## src/hdl/pcm_loop_sample_player_assert.svh

```systemverilog
// Assertion macros for the looping sample player.
// Used by pcmlsp_seq and pcm_loop_sample_player; expects clk and rst in scope.
`ifndef PCM_LOOP_SAMPLE_PLAYER_ASSERT_SVH
`define PCM_LOOP_SAMPLE_PLAYER_ASSERT_SVH

// same-cycle implication
`define PCMLSP_ASSERT_NOW(label, ante, cons) \
  label: assert property (@(posedge clk) disable iff (rst) (ante) |-> (cons)) \
    else $error("pcm_loop_sample_player: assertion failed");

// next-cycle implication
`define PCMLSP_ASSERT_NEXT(label, ante, cons) \
  label: assert property (@(posedge clk) disable iff (rst) (ante) |=> (cons)) \
    else $error("pcm_loop_sample_player: assertion failed");

`endif

```

## src/hdl/pcmlsp_pkg.sv

```systemverilog
// Shared types and constants for the looping sample player.
// No dependencies.
package pcmlsp_pkg;

  localparam int STORE_DEPTH = 4096;
  localparam int ADDR_W      = $clog2(STORE_DEPTH);
  localparam int POS_W       = 13;
  localparam int SMP_W       = 16;
  localparam int CNT_W       = 16;
  localparam int CFG_IDX_W   = 3;
  localparam int CFG_DATA_W  = 16;

  localparam logic [POS_W:0] DEPTH_LIM = (POS_W+1)'(STORE_DEPTH);

  localparam logic [2:0] OP_TICK   = 3'd0;
  localparam logic [2:0] OP_PLAY   = 3'd1;
  localparam logic [2:0] OP_STOP   = 3'd2;
  localparam logic [2:0] OP_PAUSE  = 3'd3;
  localparam logic [2:0] OP_RESUME = 3'd4;
  localparam logic [2:0] OP_SEEK   = 3'd5;
  localparam logic [2:0] OP_LOAD   = 3'd6;

  localparam logic [CFG_IDX_W-1:0] REG_RANGE_START   = 3'd0;
  localparam logic [CFG_IDX_W-1:0] REG_RANGE_STOP    = 3'd1;
  localparam logic [CFG_IDX_W-1:0] REG_LOOP_ENABLE   = 3'd2;
  localparam logic [CFG_IDX_W-1:0] REG_MAX_LOOPS     = 3'd3;
  localparam logic [CFG_IDX_W-1:0] REG_STORED_LENGTH = 3'd4;

  typedef struct packed {
    logic [POS_W-1:0] range_start;
    logic [POS_W-1:0] range_stop;
    logic             loop_enable;
    logic [CNT_W-1:0] max_loops;
    logic [POS_W-1:0] stored_length;
  } cfg_t;

  typedef struct packed {
    logic              rd;
    logic [ADDR_W-1:0] addr;
    logic              looped;
    logic              done;
    logic              playing;
  } req_t;

endpackage

```

## src/hdl/pcmlsp_seq.sv

```systemverilog
// Playback sequencer: position, loop count and run flag, updated per transaction.
// Depends on pcmlsp_pkg and pcm_loop_sample_player_assert.svh.
`include "pcm_loop_sample_player_assert.svh"

module pcmlsp_seq (
  input  logic                     clk,
  input  logic                     rst,
  input  logic                     acc,
  input  logic [2:0]               op,
  input  logic [pcmlsp_pkg::POS_W-1:0] position,
  input  pcmlsp_pkg::cfg_t         cfg,
  output pcmlsp_pkg::req_t         req
);

  logic [pcmlsp_pkg::POS_W-1:0] play_pos, play_pos_next;
  logic [pcmlsp_pkg::CNT_W-1:0] loops, loops_next;
  logic                         running, running_next;

  logic                         active, at_end, wrap, fin, in_range;
  logic [pcmlsp_pkg::POS_W-1:0] p0, pos_rd;

  always_comb begin
    active   = running && (cfg.range_start < cfg.range_stop) && (cfg.stored_length != '0);
    p0       = (play_pos < cfg.range_start) ? cfg.range_start : play_pos;
    at_end   = p0 >= cfg.range_stop;
    wrap     = cfg.loop_enable && ((cfg.max_loops == '0) ||
               (({1'b0, loops} + (pcmlsp_pkg::CNT_W+1)'(1)) < {1'b0, cfg.max_loops}));
    fin      = at_end && !wrap;
    pos_rd   = at_end ? cfg.range_start : p0;
    in_range = (pos_rd < cfg.stored_length) && ({1'b0, pos_rd} < pcmlsp_pkg::DEPTH_LIM);

    play_pos_next = play_pos;
    loops_next    = loops;
    running_next  = running;
    req.rd        = 1'b0;
    req.addr      = pos_rd[pcmlsp_pkg::ADDR_W-1:0];
    req.looped    = 1'b0;
    req.done      = 1'b0;

    case (op)
      pcmlsp_pkg::OP_TICK: begin
        if (!active) begin
          req.done = !cfg.loop_enable;
        end else if (fin) begin
          req.done      = 1'b1;
          running_next  = 1'b0;
          play_pos_next = p0;
        end else begin
          req.rd        = in_range;
          req.looped    = at_end;
          play_pos_next = pos_rd + pcmlsp_pkg::POS_W'(1);
          if (at_end) begin
            loops_next = loops + pcmlsp_pkg::CNT_W'(1);
          end
        end
      end
      pcmlsp_pkg::OP_PLAY, pcmlsp_pkg::OP_STOP: begin
        running_next  = (op == pcmlsp_pkg::OP_PLAY);
        play_pos_next = cfg.range_start;
        loops_next    = '0;
      end
      pcmlsp_pkg::OP_PAUSE:  running_next  = 1'b0;
      pcmlsp_pkg::OP_RESUME: running_next  = 1'b1;
      pcmlsp_pkg::OP_SEEK:   play_pos_next = position;
      default: ;
    endcase

    req.playing = running_next;
  end

  always_ff @(posedge clk) begin
    if (rst) begin
      play_pos <= '0;
      loops    <= '0;
      running  <= 1'b0;
    end else if (acc) begin
      play_pos <= play_pos_next;
      loops    <= loops_next;
      running  <= running_next;
    end
  end

  `PCMLSP_ASSERT_NEXT(a_end_stops, acc && op == pcmlsp_pkg::OP_TICK && active && fin, !running)
  `PCMLSP_ASSERT_NEXT(a_play_rewinds, acc && op == pcmlsp_pkg::OP_PLAY,
                      running && loops == '0)

endmodule

```

## config.mk

```make
export PLATFORM = sky130hd
export DESIGN_NAME = pcmlsp_seq
export DESIGN_NICKNAME = d
export VERILOG_FILES = /design/src/hdl/pcmlsp_pkg.sv /design/src/hdl/pcmlsp_seq.sv
export VERILOG_INCLUDE_DIRS = /design/src /design/src/hdl
export SDC_FILE = /design/constraint.sdc
export NUM_CORES = 1
export LEC_CHECK = 0
export ABC_CLOCK_PERIOD_IN_PS = 10900
export BUFFER_PORTS_ARGS = -buffer_cell sky130_fd_sc_hd__buf_2
export CAP_MARGIN = 20
export CORE_AREA = 2 2 91 93
export DETAILED_ROUTE_END_ITERATION = 12
export DIE_AREA = 0 0 93 95
export MAX_ROUTING_LAYER = met4
export PLACE_DENSITY = 0.8
export SLEW_MARGIN = 10
export SYNTH_ARGS = -nofsm -noshare
export SYNTH_HDL_FRONTEND = slang
export SYNTH_SLANG_ARGS = --single-unit
```

## constraint.sdc

```tcl
create_clock -name clk -period 10.9 [get_ports clk]
set_input_delay 2.18 -clock clk [delete_from_list [all_inputs] [get_ports clk]]
set_output_delay 2.18 -clock clk [all_outputs]
set_load 0.05 [all_outputs]
```

# Yosys cells after proc, flatten, opt, wreduce, memory -nomap -nowiden
# Cells that the tools add are included.
[word_totals] reg_bits=30 input_bits=75 output_inout_bits=16 elab_cells=56
[op_classes] n_addsub=3 order_cmp=6 n_eq_ne=8 n_mux=20 reduce_logical=16
[ops] cell="13-bit two-way mux" count=4
[ops] cell="16-bit two-way mux" count=3
[ops] cell="13-bit < comparator" count=3
[ops] cell="13-bit case mux with 3 select lines" count=1
[ops] cell="16-bit case mux with 2 select lines" count=1
[ops] cell="16-bit by 1-bit adder with 17-bit output, second input constant" count=1
[ops] cell="17-bit by 16-bit < comparator with 1-bit output" count=1
[ops] cell="16-bit by 1-bit adder with 16-bit output, second input constant" count=1
[ops] cell="16-bit logical NOT" count=1
[ops] cell="13-bit by 1-bit adder with 13-bit output, second input constant" count=1
[ops] cell="13-bit greater-or-equal comparator" count=1
[ops] cell="13-bit < comparator, second input constant" count=1
[ops] cell="13-bit nonzero test" count=1
[ops] cell="1-bit two-way mux" count=9
[ops] cell="3-bit by 2-bit == test with 1-bit output, second input constant" count=2
[ops] cell="3-bit == test, second input constant" count=2
[ops] cell="2-bit != test, second input constant" count=3
[ops] cell="1-bit logical AND" count=5
[ops] cell="5-bit AND reduction" count=1
[ops] cell="1-bit case mux with 4 select lines" count=1
[ops] cell="3-bit by 1-bit == test with 1-bit output, second input constant" count=1
[ops] cell="3-bit logical NOT" count=1
[ops] cell="3-bit AND reduction" count=1
[ops] cell="3-bit nonzero test" count=1
[ops] cell="5 further kinds" count=6

# Logic depth before layout (Yosys ltp)
# Gate-level depths: netlist of run 1.
[depth] word_depth=9 ltp_mapped=31

# Worst setup path before layout of run 1
# Ideal clock, no wire load.
[synth_timing] path_type="input to output" from="in cfg[45] in the netlist's numbering" to="out req[15] in the netlist's numbering" arrival_ns=9.150 setup_slack_ns=-0.430 cell_stages=27 path_cell_list="clkbuf_1 -> inv_1 -> ha_1 -> o21ai_0 -> o21bai_1 -> a311o_1 -> buf_2 -> buf_2 -> or2_2 -> nand2_1 -> ha_1 -> and4_1 -> nand4_1 -> o311a_1 -> and2_1 -> buf_4 -> and2_1 -> buf_2 -> buf_4 -> clkbuf_1 -> o21ai_0 -> ha_1 -> a21o_1 -> a21oi_1 -> nor3_1 -> or4_4 -> a2111oi_2"
[synth_rtl] element="start: declaration" line_no="pcmlsp_seq.sv:11" source="input pcmlsp_pkg::cfg_t cfg,"
[synth_rtl] element="end: declaration" line_no="pcmlsp_seq.sv:12" source="output pcmlsp_pkg::req_t req"

==> results of run 1 <==
[how the worst min path moves through the flow]
stage | start | slack (ns) | end | cells past startpoint
after global placement | loops[15]$_SDFFE_PP0P_ | 0.46 | loops[15]$_SDFFE_PP0P_ | 2
after floorplan | loops[15]$_SDFFE_PP0P_ | 0.45 | loops[15]$_SDFFE_PP0P_ | 2
after global routing | loops[15]$_SDFFE_PP0P_ | 0.51 | loops[15]$_SDFFE_PP0P_ | 2
after CTS | loops[15]$_SDFFE_PP0P_ | 0.49 | loops[15]$_SDFFE_PP0P_ | 2
after detailed placement | loops[15]$_SDFFE_PP0P_ | 0.48 | loops[15]$_SDFFE_PP0P_ | 2
final | loops[15]$_SDFFE_PP0P_ | 0.49 | loops[15]$_SDFFE_PP0P_ | 2
[worst max-delay path, cell delays in order]
cell and delay, ns:
buf_2 0.13, inv_1 0.10, ha_1 0.31, nand4_1 0.11, nor3_1 0.26, a211o_1 0.16, a311o_1 0.65, mux2i_1 0.38
ha_1 0.28, nand2b_1 0.16, a2111oi_0 0.50, o311a_1 0.26, and2_1 0.18, and2_1 0.41, buf_4 0.31, nand2_1 0.07
o21ai_1 0.16, ha_1 0.30, nand4_1 0.14, nor3_1 0.07, or4_4 0.50, a2111oi_4 0.32, buf_2 0.31
[synth_stat cells (11+ instances only)]
master,n
nor2_1,34
nand3_1,34
xnor2_1,23
nor3_1,14
nand2_1,60
inv_1,65
ha_1,66
a21oi_1,31
and3_1,11
clkbuf_1,15
nand4_1,14
dfxtp_1,30
o21ai_0,48
[through the flow]
stage                     setup WS (ns)  total power, mW  cells  hold WS (ns)  utilization, %
after CTS                         0.540            0.414    784         0.491            62.9
after detailed placement          0.544            0.325    777         0.482            61.9
after global routing             0.0806            0.443    784         0.508            62.9
after global placement            0.768            0.320    776         0.463            61.9
final                             0.444            0.419    784         0.488            62.9
after floorplan                   0.359            0.262    601         0.453               -
[layout make-up]
cell class	count	area (um^2)	area share, %
Sequential cell	30	601	12.0
Multi-Input combinational cell	481	3440	68.9
Inverter	65	244	4.89
Timing Repair Buffer	96	495	9.93
Tap cell	105	131	2.63
Clock inverter	2	10.0	0.201
Clock buffer	5	68.8	1.38
[flip-flops by register name, summed over array words and instances (netlist names)]
| name | flops |
|---|---|
| running | 1 |
| play_pos | 13 |
| loops | 16 |
[power groups by stage]
stage                     Combinational, mW  Sequential, mW  Clock [mW]
after CTS                             0.200           0.124      0.0907
after global placement                0.193           0.127           0
final                                 0.204           0.124      0.0904
after detailed placement              0.199           0.126           0
after floorplan                       0.139           0.122           0
after global routing                  0.223           0.125      0.0945
[layer usage]
layer  track usage [%]  routed length, um  part of all wire [%]
met2              56.3               6760                    46
met5                 -                  0                     0
met3              4.95               1360                   9.3
met4              8.95                333                   2.3
met1              43.7               6130                    42
[kinds of logic (layout without fill, tap and decap cells)]
group | count (synthesis) | in the layout | synth area share [%]
compound gates | 165 | 165 | 26.2
xor+xnor | 32 | 32 | 6.39
fa+ha+maj | 66 | 66 | 18.8
buf+inv | 90 | 168 | 8.16
flops | 30 | 30 | 13.7
mux | 8 | 8 | 1.88
simple gates | 210 | 210 | 24.9
==> impl_metrics.json, run 1 <==
{
  "start_util_pct": 55.3,
  "worstReg2RegEnd": "play_pos[10]$_SDFFE_PP0P_",
  "cts_hold_buf": 0,
  "worstSkewPairLatency_ns": 0.29,
  "drc": 0,
  "post-cts-setup-buffer-count": 0,
  "async_flop_share_pct": 0,
  "power.density_nw_per_um2": 83.9,
  "clockBufferDepth": 2,
  "synth_area_um2": 4390,
  "cts_tree": "yes",
  "grt_pass1_vias": 4683,
  "root_buffer": "clkbuf_8",
  "worst-slew-pin-transition_ns": 0.936,
  "hold_violations": 0,
  "setup_violations": 0,
  "place_area_um2": 4910,
  "end_kind": "output pin",
  "fin_area_um2": 4990,
  "vias": 4914,
  "place_hpwl_um": 11700,
  "viasPerCell": 6.27,
  "grt_overflow": 0,
  "fillers": 769,
  "rsz0062_at_grt": "no",
  "syn-instance-count": 601,
  "p_int_uw": 230,
  "routed_wl_um": 14600,
  "clkPwrFrac_pct": 21.6,
  "synth-edff-count": 0,
  "timing.reg2reg.setup_slack_ns": 4.83,
  "synth.area.top_cells": "ha_1 19%, dfxtp_1 14%, inv_1 5.6%",
  "core-area_um2": 7930,
  "grt_max_degree": 35,
  "grt_usage_pct": 34.0,
  "portBuffers": 90,
  "dieArea_um2": 8840,
  "yosysSeqAreaShare_pct": 13.7,
  "antenna-diode-count": 0,
  "grt_first_pass_wirelength_um": 23100,
  "power_frac_comb_pct": 48.7,
  "die_h_um": 95,
  "period_minus_slack_ns": 10.46,
  "synth_top_area_share_pct": 18.8,
  "avgSynthCellArea_um2": 7.30,
  "max_cap_violations": 0,
  "die_width_um": 93,
  "slew_headroom_pct": 37.6,
  "cts_resized": 0,
  "synth_nets": 742,
  "cellLeakagePower_nw": 2.43,
  "synth-seq-cells": 30,
  "power.switching_uw": 189,
  "seqPwrFrac_pct": 29.7,
  "layout_common_cells": "90 x buf_2, 66 x ha_1, 65 x inv_1",
  "path_clk_slew_ns": 0.06,
  "areaGrowthSynthToFinish_pct": 13.8,
  "post_route_cells_drive_above_1_share_pct": 17.7,
  "reg2reg_from": "play_pos[12]$_SDFFE_PP0P_",
  "crit_fanout": 20,
  "crit_arrival_ns": 8.28,
  "ant_nets": 0,
  "synth_flop_cell": "dfxtp_1",
  "r2r_cells": 23,
  "hp-class": "reg -> reg",
  "setup_tns_ns": 0,
  "endpoint": "req[15]",
  "mostFrequentLayoutCell": "buf_2",
  "critPathKind": "in -> out",
  "antenna_found_initial": 0,
  "yosys.area.top_type": "ha_1",
  "finalMaxSlewViolations": 0,
  "dr.first_iter.drc_count": 557,
  "fin_crit_sh_pct": 95.9,
  "cts_made_buffers": 5,
  "crit_path_start_kind": "input pin",
  "p_sw_share_pct": 45.1,
  "avgRoutedWirePerCell_um": 18.6,
  "layout.nets": 820,
  "gp_congestion": 1.04,
  "netlist-cell-type-count": 61,
  "finalClockSkew_ns": 0.0114,
  "yosys_warnings": 0,
  "htreeDepth": 2,
  "ios": 91,
  "clock_sinks": 30,
  "fmax_mhz": 95.6,
  "outcome": "complete, no violations",
  "crit_required_ns": 8.72,
  "rows": 33,
  "ir_worst_vdd_mv": 0.0567,
  "crit_path_start": "cfg[53]",
  "drtPass1Iterations": 5
}
Note: power is estimated with default switching activity, not from simulation.
==> run 2, diff against run 1 <==
--- a/config.mk
+++ b/config.mk
@@ -14,6 +14,7 @@
 export DIE_AREA = 0 0 93 95
 export MAX_ROUTING_LAYER = met4
 export PLACE_DENSITY = 0.8
+export RECOVER_POWER = 25
 export SLEW_MARGIN = 10
 export SYNTH_ARGS = -nofsm -noshare
 export SYNTH_HDL_FRONTEND = slang
==> impl_metrics.json, run 2 (same netlist as run 1, synthesis figures left out) <==
{
  "fin_area_um2": 4970,
  "clockBufferDepth": 2,
  "cpMostUsedCell": "ha_1",
  "top_layer_used": "met4",
  "worst-slew-pin-transition_ns": 2.46,
  "vias": 4967,
  "finalHoldWorstSlack_ns": 0.492,
  "cts_made_buffers": 5,
  "wl_met1_um": 6140,
  "fillers": 773,
  "grt_pass1_vias": 4683,
  "drc": 0,
  "fmax_mhz": 95.0,
  "die_width_um": 93,
  "ant_nets": 0,
  "outcome": "finished with violations",
  "met3RoutedLength_um": 1360,
  "clock_sinks": 30,
  "antenna-diode-count": 0,
  "place_hpwl_um": 11700,
  "fin_util_pct": 62.7,
  "crit_arrival_ns": 8.34,
  "start_util_pct": 55.3,
  "period_minus_slack_ns": 10.52,
  "gp_congestion": 1.04,
  "max_cap_violations": 1,
  "cts_resized": 0,
  "crit_family": "compound AO/OA/AOI/OAI gates",
  "portBuffers": 90,
  "htreeDepth": 2,
  "cts_tree": "yes",
  "hold_violations": 0,
  "avgRoutedWirePerCell_um": 18.6,
  "cts_hold_buf": 0,
  "post-place-cells": 777,
  "end_kind": "output pin",
  "top_regs": "loops x16, play_pos x13, running x1",
  "power.total_uw": 419,
  "cpMaxStageDelayCell": "a311o_1",
  "dr.first_iter.drc_count": 474,
  "drtPass1Iterations": 5,
  "post-cts-setup-buffer-count": 0,
  "crit_fanout": 20,
  "viasPerCell": 6.34,
  "areaGrowthSynthToFinish_pct": 13.4,
  "final_cells": 784,
  "regMostFlops": "loops",
  "core-area_um2": 7930,
  "root_buffer": "clkbuf_8",
  "grt_first_pass_wirelength_um": 23100,
  "rows": 33,
  "preCtsSetupSlack_ns": 0.544,
  "wl_met2_um": 6760,
  "grt_usage_pct": 34.0,
  "layout_common_cells": "90 x buf_2, 66 x ha_1, 65 x inv_1",
  "mostFrequentLayoutCell": "buf_2",
  "fin_crit_sh_pct": 96.5,
  "path_cells": "buf_2 > inv_1 > ha_1 > nand4_1 > nor3_1 > a211o_1 > a311o_1 > mux2i_1 > ha_1 > nand2b_1 > a2111oi_0 > o311a_1 > and2_0 > and2_1 > buf_4 > o21ai_0 > ha_1 > nand4_1 > nor3_1 > or4_4 > a2111oi_4 > buf_2",
  "hp-class": "reg -> reg",
  "setup_tns_ns": 0,
  "grt_overflow": 0,
  "cpPeakStageDelay_ns": 0.66,
  "worstSkewPairLatency_ns": 0.29,
  "ios": 91,
  "finalClockSkew_ns": 0.00899,
  "timing.reg2reg.setup_slack_ns": 4.36,
  "setup_violations": 0,
  "die_h_um": 95,
  "path_buf_inv": 4,
  "finalMaxSlewViolations": 27,
  "antenna_found_initial": 0,
  "cellLeakagePower_nw": 2.43,
  "rsz0062_at_grt": "no",
  "crit_required_ns": 8.72,
  "ir_worst_vdd_mv": 0.0560,
  "power.density_nw_per_um2": 84.2,
  "dieArea_um2": 8840,
  "slew_headroom_pct": -65.8,
  "place_area_um2": 4910,
  "crit_path_start_kind": "input pin",
  "layout.nets": 820,
  "violations": "capacitance limit, slew limit",
  "grt_max_degree": 35,
  "critPathKind": "in -> out",
  "setup_slack_ns": 0.377,
  "path_clk_slew_ns": 0.06,
  "post_route_cells_drive_above_1_share_pct": 17.4,
  "largest_register_ffs": 16,
  "routed_wl_um": 14600
}
run 2: cell counts in the layout (fill, tap and decap cells not counted):
Identical to the previous run, type by type.
run 2: final timing paths:
path	startpoint	endpoint	depth (start not counted)
hold reg to reg	loops[15]$_SDFFE_PP0P_	loops[15]$_SDFFE_PP0P_	2
hold / removal	loops[15]$_SDFFE_PP0P_	loops[15]$_SDFFE_PP0P_	2
setup reg to reg	play_pos[12]$_SDFFE_PP0P_	loops[3]$_SDFFE_PP0P_	15
setup / recovery	cfg[53]	req[15]	22
run 2: worst register-to-register path: stages (launching register included):
cell and delay (ns):
dfxtp_1 0.37, ha_1 0.32, nand4_1 0.12, nor3_1 0.26
a211o_1 0.16, a311o_1 0.66, mux2i_1 0.38, ha_1 0.28
nand2b_1 0.16, a2111oi_0 0.50, o311a_1 0.26, and2_0 0.21
buf_4 0.28, a211oi_1 0.11, o21ai_0 1.87, o21ai_0 0.36
run 2: area by class of cell:
| type | count | area, um^2 | area share (%) |
|---|---|---|---|
| Inverter | 65 | 244 | 4.91 |
| Timing Repair Buffer | 96 | 495 | 9.96 |
| Clock buffer | 5 | 68.8 | 1.38 |
| Sequential cell | 30 | 601 | 12.1 |
| Tap cell | 105 | 131 | 2.64 |
| Multi-Input combinational cell | 481 | 3420 | 68.8 |
| Clock inverter | 2 | 10.0 | 0.201 |
run 2: per-layer routing:
metal	up-vias	track usage (%)
li1	2347	-
met5	-	-
met3	44	4.95
met2	275	56.3
met1	2301	43.7
met4	0	8.95
run 2: power breakdown:
part	total (mW)	switching, mW	internal [mW]
registers	0.124	0.00976	0.115
logic	0.203	0.131	0.0721
clock network	0.0909	0.0480	0.0429
total	0.419	0.189	0.230
==> run 3, diff against run 2 <==
--- a/config.mk
+++ b/config.mk
@@ -9,9 +9,9 @@
 export ABC_CLOCK_PERIOD_IN_PS = 10900
 export BUFFER_PORTS_ARGS = -buffer_cell sky130_fd_sc_hd__buf_2
 export CAP_MARGIN = 20
-export CORE_AREA = 2 2 91 93
+export CORE_AREA = 2 2 105 81
 export DETAILED_ROUTE_END_ITERATION = 12
-export DIE_AREA = 0 0 93 95
+export DIE_AREA = 0 0 107 83
 export MAX_ROUTING_LAYER = met4
 export PLACE_DENSITY = 0.8
 export RECOVER_POWER = 25
==> impl_metrics.json, run 3 (same netlist as run 1, synthesis figures left out) <==
{
  "path_cells": "buf_2 > inv_1 > ha_1 > nand4_1 > nor3_1 > a211o_1 > a311o_1 > mux2i_1 > ha_1 > nand2b_1 > a2111oi_0 > o311a_1 > and2_0 > and2_1 > buf_4 > nand2_1 > o21ai_1 > ha_1 > nand4_1 > nor3_1 > or4_4 > a2111oi_4 > buf_2",
  "dr.first_iter.drc_count": 510,
  "rows": 28,
  "setup_slack_ns": 0.538,
  "fin_crit_sh_pct": 95.1,
  "ios": 91,
  "cts_resized": 0,
  "cts_made_buffers": 5,
  "finalHoldWorstSlack_ns": 0.488,
  "cpMaxStageDelayCell": "a311o_1",
  "vias": 4852,
  "worstSkewPairLatency_ns": 0.30,
  "routed_wl_um": 14600,
  "core-area_um2": 7810,
  "finalClockSkew_ns": 0.00861,
  "ir_worst_vdd_mv": 0.0420,
  "grt_overflow": 0,
  "layout.nets": 820,
  "top_regs": "loops x16, play_pos x13, running x1",
  "p_int_uw": 238,
  "post-cts-setup-buffer-count": 0,
  "hold_violations": 0,
  "cpMostUsedCell": "ha_1",
  "crit_required_ns": 8.72,
  "crit_fanout": 22,
  "grt_first_pass_wirelength_um": 23300,
  "areaGrowthSynthToFinish_pct": 13.6,
  "crit_arrival_ns": 8.18,
  "post-place-cells": 777,
  "die_h_um": 83,
  "largest_register_ffs": 16,
  "gp_congestion": 1.04,
  "start_util_pct": 56.1,
  "clkPwrFrac_pct": 23.8,
  "worst-slew-pin-transition_ns": 2.43,
  "max_cap_violations": 1,
  "setup_violations": 0,
  "outcome": "finished with violations",
  "dieArea_um2": 8880,
  "seqPwrFrac_pct": 29.2,
  "post_route_cells_drive_above_1_share_pct": 17.2,
  "cts_hold_buf": 0,
  "die_width_um": 107,
  "viasPerCell": 6.18,
  "period_minus_slack_ns": 10.36,
  "antenna_found_initial": 0,
  "rsz0062_at_grt": "no",
  "end_kind": "output pin",
  "hp-class": "reg -> reg",
  "grt_usage_pct": 33.9,
  "final_cells": 785,
  "preCtsSetupSlack_ns": 0.704,
  "p_sw_share_pct": 44.5,
  "drc": 0,
  "fin_util_pct": 63.8,
  "cts_tree": "yes",
  "path_clk_slew_ns": 0.07,
  "power.density_nw_per_um2": 86.1,
  "portBuffers": 90,
  "critPathKind": "in -> out",
  "cellLeakagePower_nw": 2.43,
  "antenna-diode-count": 0,
  "grt_max_degree": 35,
  "power.switching_uw": 191,
  "regMostFlops": "loops",
  "htreeDepth": 2,
  "cpPeakStageDelay_ns": 0.63,
  "ant_nets": 0,
  "root_buffer": "clkbuf_8",
  "drtPass1Iterations": 5,
  "clock_sinks": 30,
  "clockBufferDepth": 2,
  "mostFrequentLayoutCell": "buf_2",
  "violations": "capacitance limit, slew limit",
  "grt_pass1_vias": 4614,
  "layout_common_cells": "90 x buf_2, 66 x ha_1, 65 x inv_1",
  "power_frac_comb_pct": 47.0,
  "finalMaxSlewViolations": 27,
  "setup_tns_ns": 0,
  "slew_headroom_pct": -63.4,
  "place_hpwl_um": 11800,
  "avgRoutedWirePerCell_um": 18.6,
  "fmax_mhz": 96.5,
  "crit_path_start_kind": "input pin"
}
[run 3: cell count changes in the layout (fill, tap and decap cells not counted)]
cell / delta
clkbuf_1: +2
buf_4: -1
clkbuf_8: +1
clkinv_2: -1
o21ai_0: -1
o21ai_1: +1
[run 3: path summary, 6_finish.rpt]
| path | slack (ns) | depth (start not counted) | from | endpoint |
|---|---|---|---|---|
| max | 0.54 | 23 | cfg[53] | req[15] |
| min | 0.49 | 2 | loops[15]$_SDFFE_PP0P_ | loops[15]$_SDFFE_PP0P_ |
| max reg2reg | 4.56 | 16 | play_pos[10]$_SDFFE_PP0P_ | loops[8]$_SDFFE_PP0P_ |
| min reg2reg | 0.49 | 2 | loops[15]$_SDFFE_PP0P_ | loops[15]$_SDFFE_PP0P_ |
[run 3: final cells by class]
| cell class | count | area (um^2) |
|---|---|---|
| Multi-Input combinational cell | 481 | 3420 |
| Fill cell | 731 | 2830 |
| Sequential cell | 30 | 601 |
| Timing Repair Buffer | 96 | 492 |
| Inverter | 65 | 244 |
| Tap cell | 105 | 131 |
| Clock buffer | 7 | 86.3 |
| Clock inverter | 1 | 5.00 |
[run 3: routing by layer]
metal  track usage (%)  vias up  share of wire (%)
met5                 -        -                  0
met4              7.08        0                1.4
met3              8.56       23                 12
met2              49.2      272                 41
met1              47.6     2206                 46
li1                  -     2351                  -
[run 3: stage by stage]
| step | area (um^2) | total power, mW |
|---|---|---|
| global placement | 4910 | 0.320 |
| detailed placement | 4910 | 0.325 |
| floorplan | 4400 | 0.262 |
| finish | 4980 | 0.429 |
| CTS | 5000 | 0.425 |
| global route | 4980 | 0.453 |
[run 3: worst max-delay path: cells and delay by family]
kind / cells / cell delay, ns
fa+ha+maj: 3 / 0.92
simple gates: 9 / 1.87
compound gates: 6 / 1.95
buf+inv: 4 / 0.83
mux: 1 / 0.41
[run 3: power groups by stage]
stage	logic [mW]	registers (mW)	clock network, mW
after global placement	0.192	0.127	0
final	0.202	0.125	0.102
after detailed placement	0.198	0.127	0
after global routing	0.221	0.126	0.107
after floorplan	0.139	0.122	0
after CTS	0.199	0.125	0.102
